File: config.mk
export PLATFORM = sky130hd
export DESIGN_NAME = char_lcd_expander_number_writer_unit
export DESIGN_NICKNAME = d
export VERILOG_FILES = /design/src/hdl/lcdx_pkg.sv /design/src/hdl/lcdx_front.sv /design/src/hdl/lcdx_fifo.sv /design/src/hdl/lcdx_back.sv /design/src/hdl/char_lcd_expander_number_writer_unit.sv
export SDC_FILE = /design/constraint.sdc
export NUM_CORES = 1
export LEC_CHECK = 0
export ABC_CLOCK_PERIOD_IN_PS = 17800
export BUFFER_PORTS_ARGS = -buffer_cell sky130_fd_sc_hd__buf_2
export CAP_MARGIN = 10
export CORE_ASPECT_RATIO = 1.1
export CORE_MARGIN = 2
export CORE_UTILIZATION = 50
export CTS_CLUSTER_DIAMETER = 50
export CTS_CLUSTER_SIZE = 30
export DETAILED_ROUTE_END_ITERATION = 16
export GPL_TIMING_DRIVEN = 0
export PLACE_DENSITY = 0.68
export SLEW_MARGIN = 20
export SYNTH_ARGS = -nofsm -noshare
export SYNTH_HDL_FRONTEND = slang
export SYNTH_SLANG_ARGS = --single-unit
File: constraint.sdc
create_clock -name clk_i -period 17.8 [get_ports clk_i]
set_input_delay 1.78 -clock clk_i [delete_from_list [all_inputs] [get_ports clk_i]]
set_output_delay 1.78 -clock clk_i [all_outputs]
set_load 0.05 [all_outputs]
File: src/hdl/lcdx_pkg.sv
// shared types and constants of the character lcd expander writer
package lcdx_pkg;

  typedef enum logic [1:0] {
    CmdInstr  = 2'd0,
    CmdChar   = 2'd1,
    CmdLight  = 2'd2,
    CmdNumber = 2'd3
  } cmd_e;

  localparam logic [3:0] FmtDigit = 4'd0;
  localparam logic [3:0] FmtU2    = 4'd1;
  localparam logic [3:0] FmtU3    = 4'd2;
  localparam logic [3:0] FmtS3    = 4'd3;
  localparam logic [3:0] FmtU4    = 4'd4;
  localparam logic [3:0] FmtS4    = 4'd5;
  localparam logic [3:0] FmtU5    = 4'd6;
  localparam logic [3:0] FmtS6    = 4'd7;
  localparam logic [3:0] FmtFix31 = 4'd8;
  localparam logic [3:0] FmtFix22 = 4'd9;
  localparam logic [3:0] FmtFix41 = 4'd10;
  localparam logic [3:0] FmtFix32 = 4'd11;

  localparam int MaxChars = 6;

  localparam logic [7:0] ChSpace = 8'h20;
  localparam logic [7:0] ChMinus = 8'h2D;
  localparam logic [7:0] ChComma = 8'h2C;
  localparam logic [7:0] ChZero  = 8'h30;

  // one queued transaction: either a run of characters or a single raw port byte
  typedef struct packed {
    logic [6:0]                addr;
    logic                      light;
    logic                      raw;
    logic                      rs;
    logic [2:0]                count;
    logic [MaxChars-1:0][7:0]  chars;
  } job_t;

endpackage

File: src/hdl/lcdx_front.sv
// front end: accepts commands, extracts decimal digits, builds character jobs
module lcdx_front import lcdx_pkg::*; (
  input  logic       clk_i,
  input  logic       rst_ni,
  input  logic       push_i,
  output logic       full_o,
  input  logic [1:0] command_i,
  input  logic [7:0] byte_value_i,
  input  logic signed [15:0] number_i,
  input  logic [3:0] number_format_i,
  input  logic [6:0] addr_i,
  output logic       job_push_o,
  output job_t       job_o,
  input  logic       job_full_i
);

  localparam int Stages = 5;

  typedef struct packed {
    cmd_e        cmd;
    logic [7:0]  bval;
    logic [3:0]  fmt;
    logic        neg;
    logic [6:0]  addr;
    logic        light;
    logic [15:0] rem;
    logic [4:0][3:0] dig;
  } fr_t;

  // largest k with k*w <= r
  function automatic logic [3:0] place_digit(logic [15:0] r, logic [15:0] w);
    logic [3:0] d;
    d = 4'd0;
    for (int k = 1; k < 10; k++) begin
      if ({4'd0, r} >= 20'(k) * {4'd0, w}) d = 4'(k);
    end
    return d;
  endfunction

  logic [Stages-1:0] vld_q, vld_d;
  fr_t fr_q [Stages];
  fr_t fr_d [Stages];
  logic light_q, light_d;
  logic stall, accept, signed_fmt, light_new;
  logic [15:0] mag;
  logic [3:0] ge;
  logic [7:0] ls [5];

  assign job_push_o = vld_q[Stages-1] && (job_o.count != 3'd0);
  assign stall  = job_push_o && job_full_i;
  assign full_o = stall;
  assign accept = push_i && !full_o;

  always_comb begin
    signed_fmt = !(number_format_i == FmtDigit || number_format_i == FmtU2 ||
                   number_format_i == FmtU3 || number_format_i == FmtU4 ||
                   number_format_i == FmtU5);
    if (number_format_i == FmtDigit) begin
      mag = {8'd0, byte_value_i};
    end else if (number_i[15]) begin
      mag = signed_fmt ? 16'(-number_i) : 16'd0;
    end else begin
      mag = 16'(number_i);
    end
    light_new = (cmd_e'(command_i) == CmdLight) ? (byte_value_i != 8'd0) : light_q;
    light_d = accept ? light_new : light_q;
  end

  always_comb begin
    vld_d = vld_q;
    for (int s = 0; s < Stages; s++) fr_d[s] = fr_q[s];
    if (!stall) begin
      vld_d = {vld_q[Stages-2:0], accept};
      fr_d[0].cmd   = cmd_e'(command_i);
      fr_d[0].bval  = byte_value_i;
      fr_d[0].fmt   = number_format_i;
      fr_d[0].neg   = number_i[15];
      fr_d[0].addr  = addr_i;
      fr_d[0].light = light_new;
      fr_d[0].rem   = mag;
      fr_d[0].dig   = '0;
      fr_d[1] = fr_q[0];
      fr_d[1].dig[4] = place_digit(fr_q[0].rem, 16'd10000);
      fr_d[1].rem = 16'(fr_q[0].rem - 16'(fr_d[1].dig[4]) * 16'd10000);
      fr_d[2] = fr_q[1];
      fr_d[2].dig[3] = place_digit(fr_q[1].rem, 16'd1000);
      fr_d[2].rem = 16'(fr_q[1].rem - 16'(fr_d[2].dig[3]) * 16'd1000);
      fr_d[3] = fr_q[2];
      fr_d[3].dig[2] = place_digit(fr_q[2].rem, 16'd100);
      fr_d[3].rem = 16'(fr_q[2].rem - 16'(fr_d[3].dig[2]) * 16'd100);
      fr_d[4] = fr_q[3];
      fr_d[4].dig[1] = place_digit(fr_q[3].rem, 16'd10);
      fr_d[4].dig[0] = 4'(fr_q[3].rem - 16'(fr_d[4].dig[1]) * 16'd10);
      fr_d[4].rem = 16'd0;
    end
  end

  // character builder on the last stage
  always_comb begin
    fr_t f;
    f = fr_q[Stages-1];
    for (int k = 1; k < 5; k++) begin
      ge[k-1] = 1'b0;
      for (int j = k; j < 5; j++) if (f.dig[j] != 4'd0) ge[k-1] = 1'b1;
    end
    ls[0] = ChZero | {4'd0, f.dig[0]};
    for (int k = 1; k < 5; k++) ls[k] = ge[k-1] ? (ChZero | {4'd0, f.dig[k]}) : ChSpace;
    job_o.addr  = f.addr;
    job_o.light = f.light;
    job_o.raw   = 1'b0;
    job_o.rs    = 1'b1;
    job_o.count = 3'd0;
    job_o.chars = {MaxChars{ChSpace}};
    case (f.cmd)
      CmdInstr, CmdChar: begin
        job_o.rs = (f.cmd == CmdChar);
        job_o.count = 3'd1;
        job_o.chars[0] = f.bval;
      end
      CmdLight: begin
        job_o.raw = 1'b1;
        job_o.count = 3'd1;
        job_o.chars[0] = {4'd0, f.light, 3'd0};
      end
      default: begin
        case (f.fmt)
          FmtDigit: begin
            job_o.count = 3'd1; job_o.chars[0] = ls[0];
          end
          FmtU2: begin
            job_o.count = 3'd2; job_o.chars[0] = ls[1]; job_o.chars[1] = ls[0];
          end
          FmtU3: begin
            job_o.count = 3'd3;
            job_o.chars[0] = ls[2]; job_o.chars[1] = ls[1]; job_o.chars[2] = ls[0];
          end
          FmtU4: begin
            job_o.count = 3'd4;
            job_o.chars[0] = ls[3]; job_o.chars[1] = ls[2];
            job_o.chars[2] = ls[1]; job_o.chars[3] = ls[0];
          end
          FmtU5: begin
            job_o.count = 3'd5;
            job_o.chars[0] = ls[4]; job_o.chars[1] = ls[3]; job_o.chars[2] = ls[2];
            job_o.chars[3] = ls[1]; job_o.chars[4] = ls[0];
          end
          FmtS3: begin
            job_o.count = 3'd3;
            job_o.chars[0] = f.neg ? ChMinus : ls[2];
            job_o.chars[1] = ls[1]; job_o.chars[2] = ls[0];
          end
          FmtS4: begin
            job_o.count = 3'd4;
            job_o.chars[0] = f.neg ? ChMinus : ls[3];
            job_o.chars[1] = ls[2]; job_o.chars[2] = ls[1]; job_o.chars[3] = ls[0];
          end
          FmtS6: begin
            job_o.count = 3'd6;
            job_o.chars[0] = f.neg ? ChMinus : ChSpace;
            job_o.chars[1] = ls[4]; job_o.chars[2] = ls[3]; job_o.chars[3] = ls[2];
            job_o.chars[4] = ls[1]; job_o.chars[5] = ls[0];
          end
          FmtFix31: begin
            job_o.count = 3'd5;
            job_o.chars[0] = f.neg ? ChMinus : ls[3];
            job_o.chars[1] = ls[2];
            job_o.chars[2] = ChZero | {4'd0, f.dig[1]};
            job_o.chars[3] = ChComma; job_o.chars[4] = ls[0];
          end
          FmtFix22: begin
            job_o.count = 3'd5;
            job_o.chars[0] = f.neg ? ChMinus : ls[3];
            job_o.chars[1] = ChZero | {4'd0, f.dig[2]};
            job_o.chars[2] = ChComma;
            job_o.chars[3] = ChZero | {4'd0, f.dig[1]}; job_o.chars[4] = ls[0];
          end
          FmtFix41: begin
            job_o.count = 3'd6;
            job_o.chars[0] = f.neg ? ChMinus : ls[4];
            job_o.chars[1] = ls[3]; job_o.chars[2] = ls[2];
            job_o.chars[3] = ChZero | {4'd0, f.dig[1]};
            job_o.chars[4] = ChComma; job_o.chars[5] = ls[0];
          end
          FmtFix32: begin
            job_o.count = 3'd6;
            job_o.chars[0] = f.neg ? ChMinus : ls[4];
            job_o.chars[1] = ls[3];
            job_o.chars[2] = ChZero | {4'd0, f.dig[2]};
            job_o.chars[3] = ChComma;
            job_o.chars[4] = ChZero | {4'd0, f.dig[1]}; job_o.chars[5] = ls[0];
          end
          default: job_o.count = 3'd0;
        endcase
      end
    endcase
  end

  always_ff @(posedge clk_i or negedge rst_ni) begin
    if (!rst_ni) begin
      vld_q   <= '0;
      light_q <= 1'b0;
    end else begin
      vld_q   <= vld_d;
      light_q <= light_d;
    end
  end

  always_ff @(posedge clk_i) begin
    for (int s = 0; s < Stages; s++) fr_q[s] <= fr_d[s];
  end

endmodule

File: src/hdl/lcdx_fifo.sv
// short job queue between front and back
module lcdx_fifo import lcdx_pkg::*; #(
  parameter int Depth = 4
) (
  input  logic clk_i,
  input  logic rst_ni,
  input  logic push_i,
  input  job_t job_i,
  output logic full_o,
  input  logic pop_i,
  output job_t job_o,
  output logic valid_o
);

  localparam int PtrW = (Depth > 1) ? $clog2(Depth) : 1;
  localparam int CntW = $clog2(Depth + 1);

  job_t mem_q [Depth];
  logic [PtrW-1:0] wr_q, rd_q;
  logic [CntW-1:0] cnt_q;
  logic do_push, do_pop;

  assign full_o  = (cnt_q == CntW'(Depth));
  assign valid_o = (cnt_q != '0);
  assign job_o   = mem_q[rd_q];
  assign do_push = push_i && !full_o;
  assign do_pop  = pop_i && valid_o;

  function automatic logic [PtrW-1:0] bump(logic [PtrW-1:0] p);
    return (p == PtrW'(Depth - 1)) ? '0 : PtrW'(p + 1'b1);
  endfunction

  always_ff @(posedge clk_i or negedge rst_ni) begin
    if (!rst_ni) begin
      wr_q  <= '0;
      rd_q  <= '0;
      cnt_q <= '0;
    end else begin
      if (do_push) wr_q <= bump(wr_q);
      if (do_pop)  rd_q <= bump(rd_q);
      cnt_q <= CntW'(cnt_q + CntW'(do_push) - CntW'(do_pop));
    end
  end

  always_ff @(posedge clk_i) begin
    if (do_push) mem_q[wr_q] <= job_i;
  end

endmodule

File: src/hdl/lcdx_back.sv
// back end: turns queued jobs into expander port bytes, one beat per cycle while the receiver pops
module lcdx_back import lcdx_pkg::*; (
  input  logic       clk_i,
  input  logic       rst_ni,
  input  job_t       job_i,
  input  logic       job_valid_i,
  output logic       job_pop_o,
  output logic       empty,
  input  logic       pop,
  output logic [6:0] bus_address_o,
  output logic [7:0] expander_byte_o,
  output logic       last_o
);

  logic [2:0] idx_q, idx_d;
  logic [1:0] ph_q, ph_d;
  logic       ovld_q, ovld_d;
  logic       adv, fin;
  logic [7:0] ch, byte_d;
  logic [3:0] nib;

  assign adv = job_valid_i && (!ovld_q || pop);

  always_comb begin
    ch  = job_i.chars[idx_q];
    nib = ph_q[1] ? ch[3:0] : ch[7:4];
    if (job_i.raw) begin
      byte_d = job_i.chars[0];
      fin    = 1'b1;
    end else begin
      // e high on the first beat of each nibble
      byte_d = {nib, job_i.light, !ph_q[0], 1'b0, job_i.rs};
      fin    = (idx_q == 3'(job_i.count - 3'd1)) && (ph_q == 2'd3);
    end
    job_pop_o = adv && fin;
    idx_d = idx_q;
    ph_d  = ph_q;
    if (adv) begin
      if (fin) begin
        idx_d = 3'd0;
        ph_d  = 2'd0;
      end else begin
        ph_d = 2'(ph_q + 2'd1);
        if (ph_q == 2'd3) idx_d = 3'(idx_q + 3'd1);
      end
    end
    ovld_d = adv ? 1'b1 : (pop ? 1'b0 : ovld_q);
  end

  assign empty = !ovld_q;

  always_ff @(posedge clk_i or negedge rst_ni) begin
    if (!rst_ni) begin
      idx_q  <= 3'd0;
      ph_q   <= 2'd0;
      ovld_q <= 1'b0;
    end else begin
      idx_q  <= idx_d;
      ph_q   <= ph_d;
      ovld_q <= ovld_d;
    end
  end

  always_ff @(posedge clk_i) begin
    if (adv) begin
      bus_address_o   <= job_i.addr;
      expander_byte_o <= byte_d;
      last_o          <= fin;
    end
  end

endmodule

File: src/hdl/char_lcd_expander_number_writer_unit.sv
// an accepted command passes the front-end pipeline, job queue and back-end
// output register; one command per cycle is taken while full is low, bytes
// leave one per cycle while the receiver pops, and a command yields 1 byte
// (backlight), 4 (instruction or character) or 4 per number character, up to 24
// reset: backlight off, expander address 32, job queue and pipeline empty
module char_lcd_expander_number_writer_unit import lcdx_pkg::*; #(
  parameter int QueueDepth = 4
) (
  input  logic        clk_i,
  input  logic        rst_ni,
  input  logic        push,
  output logic        full,
  input  logic [1:0]  command_i,
  input  logic [7:0]  byte_value_i,
  input  logic signed [15:0] number_i,
  input  logic [3:0]  number_format_i,
  output logic        empty,
  input  logic        pop,
  output logic [6:0]  bus_address_o,
  output logic [7:0]  expander_byte_o,
  output logic        last_o,
  input  logic        psel,
  input  logic        penable,
  input  logic        pwrite,
  input  logic [2:0]  paddr,
  input  logic [31:0] pwdata,
  output logic [31:0] prdata,
  output logic        pready
);

  logic [6:0] addr_q;
  logic       job_push, job_full, job_valid, job_pop;
  job_t       job_in, job_out;

  assign pready = 1'b1;
  assign prdata = (paddr[2] == 1'b0) ? {25'd0, addr_q} : 32'd0;

  always_ff @(posedge clk_i or negedge rst_ni) begin
    if (!rst_ni) begin
      addr_q <= 7'd32;
    end else if (psel && penable && pwrite && pready && paddr[2] == 1'b0) begin
      addr_q <= pwdata[6:0];
    end
  end

  lcdx_front u_front (
    .clk_i, .rst_ni, .push_i(push), .full_o(full), .command_i, .byte_value_i,
    .number_i, .number_format_i, .addr_i(addr_q), .job_push_o(job_push),
    .job_o(job_in), .job_full_i(job_full)
  );

  lcdx_fifo #(.Depth(QueueDepth)) u_fifo (
    .clk_i, .rst_ni, .push_i(job_push), .job_i(job_in), .full_o(job_full),
    .pop_i(job_pop), .job_o(job_out), .valid_o(job_valid)
  );

  lcdx_back u_back (
    .clk_i, .rst_ni, .job_i(job_out), .job_valid_i(job_valid), .job_pop_o(job_pop),
    .empty, .pop, .bus_address_o, .expander_byte_o, .last_o
  );

`ifndef SYNTHESIS
  a_hold: assert property (@(posedge clk_i) disable iff (!rst_ni)
    !empty && !pop |=> !empty) else $error("waiting beat dropped");
  a_rw: assert property (@(posedge clk_i) disable iff (!rst_ni)
    !empty |-> !expander_byte_o[1]) else $error("rw bit set");
  a_e_last: assert property (@(posedge clk_i) disable iff (!rst_ni)
    !empty && expander_byte_o[2] |-> !last_o) else $error("e high on last beat");
`endif

endmodule

---- After elaboration in Yosys (flattened, before gate mapping) ----
Memories as Yosys holds them, arrays and structs flattened.
Index checks and enable logic that the tools add are counted.
word-level totals
  flip-flop bits (word level) ............. 42
  memory bits (writable) .................. 539
  input bits .............................. 72
  output and inout port bits .............. 51
  logic and storage cells ................. 222
  memories kept ........................... 2
memory list
  memory        words  bits a word  rd ports  clocked after memory_dff  write ports  line              RTL
  u_front.fr_q  5      59           5         0                         5            lcdx_front.sv:41  fr_t fr_q [Stages];
  u_fifo.mem_q  4      61           1         0                         1            lcdx_fifo.sv:18   job_t mem_q [Depth];
operators by class
  $add $sub $neg .......................... 12
  multipliers ............................. 4
  magnitude comparators ................... 34
  equal/unequal tests ..................... 23
  mux-type cells .......................... 87
  bitwise gates (word level) .............. 1
  reduce and logical (&&, ||, !) cells .... 46
operators by type and width
  operator                                                              count
  2-to-1 mux 295 bit                                                    1
  greater-or-equal comparator 16 x 10 -> 1 bit (second input constant)  5
  case mux 8 bit (9 select lines)                                       1
  2-to-1 mux 4 bit                                                      17
  greater-or-equal comparator 16 x 13 -> 1 bit (second input constant)  4
  greater-or-equal comparator 16 x 7 -> 1 bit (second input constant)   4
  case mux 8 bit (7 select lines)                                       1
  greater-or-equal comparator 16 bit (second input constant)            3
  greater-or-equal comparator 16 x 6 -> 1 bit (second input constant)   3
  greater-or-equal comparator 16 x 9 -> 1 bit (second input constant)   3
  2-to-1 mux 16 bit                                                     3
  case mux 8 bit (6 select lines)                                       1
  2-to-1 mux 3 bit                                                      15
  2-to-1 mux 40 bit                                                     1
  2-to-1 mux 8 bit                                                      5
  case mux 8 bit (5 select lines)                                       1
  greater-or-equal comparator 16 x 12 -> 1 bit (second input constant)  2
  greater-or-equal comparator 16 x 14 -> 1 bit (second input constant)  2
  greater-or-equal comparator 16 x 15 -> 1 bit (second input constant)  2
  greater-or-equal comparator 16 x 5 -> 1 bit (second input constant)   2
  case mux 8 bit (4 select lines)                                       1
  2-to-1 mux 5 bit                                                      5
  binary-select mux 8 bit (select 3 bit)                                1
  equality test 4 x 3 -> 1 bit (second input constant)                  6
  other kinds (43)                                                      118

---- Depth between registers and ports, before layout ----
An unclocked memory read counts as a cell.
  depth in word-level cells ............... 15
  gate-level depth with buffers ........... 21
  depth with buffers taken out ............ 20

---- Hierarchy ----
From an unflattened synthesis, not the netlist that was laid out.
unflattened totals
  cells, all modules ...................... 1523
  area, all modules ....................... 23356.2 µm²
modules (own cells, without submodules)
  module                                times used  cells each  area each (µm²)
  lcdx_front                            1           1013        12052.8
  lcdx_fifo                             1           361         9361.5
  lcdx_back                             1           99          1398.8
  char_lcd_expander_number_writer_unit  1           50          543.0

---- Worst setup path after synthesis ----
No wires, ideal clock.
  path kind ............................... register to output
  from .................................... mem u_front.fr_q[0][284] in the netlist's numbering
  to ...................................... out full
  arrival time ............................ 15.339 ns
  data required time ...................... 16.020 ns
  slack ................................... 0.681 ns
  stages on the path, launching flop included .. 5
  cells stage by stage .................... edfxtp_1 -> buf_2 -> nand2_1 -> o2111ai_1 -> inv_1
RTL lines
  element          line                                        RTL
  start, declared  lcdx_front.sv:41
  end, declared    char_lcd_expander_number_writer_unit.sv:12  output logic full,

==> impl_metrics.csv <==
group,metric,value,unit
yosys,syn_avg_cell_area,14.3,sq um
yosys,ys_seq_area_share,63.9,%
yosys,synthCells,1452,
clocking,htree_levels,2,
finish,final_common_cell,"edfxtp_1",
drt,dr.pass1.iters,8,
die,core.rowCount,78,
finish,fin_nets,1759,
grt,use_met2,32.2,%
clocking,clockRootBuffer,"clkbuf_16",
die,die_area,43000,sq um
timing,worstMarginPinSlew,0.898,ns
drt,wl_per_cell,18.3,microns
placed_design,gp_congestion,0.915,
grt,grt_pass1_wl,64000,microns
clocking,clock_path_buffers,3,
yosys,synth-seq-cells,445,
placed_design,io_buffers,69,
timing,finalSetupViolations,0,
finish,syn_to_final_growth,13.5,%
yosys,netlist_area,20700,sq um
drt,route.detailed.drc,0,
clocking,clkLatencyLatePin,0.58,ns
grt,grt_max_degree,47,
timing,fmax,166,MHz
die,die_width,198,microns
grt,met3_usage,2.98,%
die,die_h,217,microns
clocking,clock_sinks,445,
finish,drive_gt1_share,17.4,%
grt,grt.overflow.total,0,
drt,vias_per_cell,5.60,
critical_path,critical_path_required,18.08,ns
timing,finalCriticalPeriod,6.02,ns
drt,drt_wl_total,39900,microns
grt,first_global_vias,11900,
timing,report.final.slew_viol_count,0,
grt,antenna_found_initial,0,
critical_path,crit_type,"register to register",
grt,grt-busiest-layer,"met2",
critical_path,worst_ep_arrival_time,6.30,ns
status,outcome,"complete, no violations",
drt,num_vias,12200,
critical_path,rrSetupSlack,11.78,ns
die,start_util,50.4,%
clocking,post-cts-setup-buffers,0,
timing,relSlewSlack,40.1,%
yosys,synth_cell_types,75,
clocking,ctsHoldBuffers,0,
clocking,cts_tree,"done",
timing,fin_worst_skew,0.0284,ns
yosys,synth_edf_count,419,
grt,grt.total_usage,19.0,%
critical_path,critPathMaxFanout,10,
timing,period_share,33.8,%
clocking,cts_resized,0,
timing,rsz0062_at_grt,"false",
die,io_pins,123,
die,core-area,41100,sq um
min_path,hold_path.class,"register to register",
drt,ant_nets,0,
placed_design,dpl.hpwl,28000,microns
timing,tns,0,ns
finish,antenna_cells,0,
clocking,numCtsBuffers,37,
grt,use_met1,25.4,%
finish,layout_common_cells,"edfxtp_1 (419), nor2_1 (90), a21oi_1 (83), nand2_1 (81), buf_2 (79)",
job,max_cap_viol_count,0,
yosys,synth-async-reset-ratio,5.84,%
yosys,synth_area_leaders,"edfxtp_1 (61%), mux4_2 (5.4%), ha_1 (4.5%)",
drt,drtIter0Drc,1185,
clocking,path_clk_slew,0.07,ns
critical_path,end_kind,"register",
timing,finalHoldViolCount,0,
critical_path,startpoint_type,"register",
yosys,yosysWarnings,0,
yosys,yosys.area.top_type,"edfxtp_1",
yosys,synth_top_area_share,60.8,%
yosys,synthFlopType,"edfxtp_1",
[flip-flops by register name, indices dropped and copies added, names as in the netlist, 2 cells and up]
| name | cells |
|---|---|
| u_back.idx_q | 3 |
| u_front.vld_q | 5 |
| u_back.expander_byte_o | 8 |
| u_front.fr_q | 219 |
| u_fifo.wr_q | 2 |
| u_back.bus_address_o | 7 |
| u_fifo.rd_q | 2 |
| u_fifo.mem_q | 184 |
| addr_q | 7 |
| u_back.ph_q | 2 |
| u_fifo.cnt_q | 3 |
[routing by layer]
layer | vias to the layer above | part of all wire [%]
li1 | 5841 | -
met1 | 6000 | 43
met2 | 334 | 50
met3 | 64 | 5.0
met4 | 0 | 2.1
met5 | - | 0
[Yosys cell counts, types with 5 or more instances]
library cell and number:
o31a_1 6, a221oi_1 5, fa_1 15, and2_1 14, nand4_1 8, o21a_1 11, buf_2 10, a22oi_1 6
a21o_1 19, a31oi_1 17, nand3_1 20, mux2i_1 10, nand2b_1 11, a21oi_1 83, o22ai_1 12, xnor2_1 30
clkbuf_1 30, nand2_1 81, mux2_2 19, a211o_1 6, nor3_1 23, o211ai_1 9, or4_1 5, edfxtp_1 419
nor4_1 16, o21bai_1 7, a211oi_1 8, dfrtp_1 25, o31ai_1 5, o21ai_0 66, inv_1 74, buf_4 30
mux4_2 50, nor2_1 90, xor2_1 19, a222oi_1 10, nor3b_1 8, or3_1 5, nor2b_1 25, ha_1 75
[path summary, 6_finish.rpt]
path,from,endpoint,cells past startpoint
max,u_front.fr_q[0][94],u_front.fr_q[0][152],20
min,u_front.fr_q[0][185],u_front.fr_q[0][244],0
max reg2reg,u_front.fr_q[0][94],u_front.fr_q[0][152],20
min reg2reg,u_front.fr_q[0][185],u_front.fr_q[0][244],0
max in group asynchronous,rst_ni,u_fifo.cnt_q[0],1
min in group asynchronous,rst_ni,u_fifo.rd_q[1],1
[area by class of cell]
type | instances | area (sq um)
Tap cell | 560 | 701
Inverter | 74 | 278
Clock inverter | 30 | 385
Buffer | 73 | 407
Fill cell | 3272 | 17600
Sequential cell | 445 | 13200
Clock buffer | 37 | 926
Timing Repair Buffer | 82 | 671
Multi-Input combinational cell | 884 | 6910
[critical path, cell delays in order (launching register included)]
cell and delay, ns:
edfxtp_1 0.50, or3_1 0.44, a2111oi_0 0.40, nor2_1 0.08, o21ai_0 0.60, inv_1 0.28, ha_1 0.38, fa_1 0.51
ha_1 0.31, a21o_1 0.15, a21o_1 0.19, a21oi_1 0.15, nor2_1 0.07, o41ai_1 0.29, xor2_1 0.12, ha_1 0.29
clkbuf_1 0.34, a21o_1 0.24, nor4_1 0.06, a41oi_1 0.19, nand4_1 0.15
[cells by family after synthesis]
kind of cell | after synthesis | synth area share [%]
flops | 445 | 63.9
simple gates | 329 | 7.88
compound gates | 309 | 9.74
buf+inv | 147 | 3.31
fa+ha+maj | 92 | 6.08
mux | 79 | 6.96
xor+xnor | 49 | 2.07
other cells | 2 | 0.0363
[stage by stage]
step	hold slack [ns]	util (%)	instance area, sq um	std cells	setup slack, ns
floorplan	0.400	-	20800	1476	0.681
global placement	0.400	53.2	21800	2105	-1.99
detailed placement	0.405	54.0	22200	2118	11.76
global route	0.406	57.2	23500	2185	11.33
finish	0.405	57.2	23500	2185	11.78
CTS	0.408	57.2	23500	2185	11.75
Power is not shown: default switching activity piles up to over one toggle a cycle in this logic, so the estimate is an artifact.
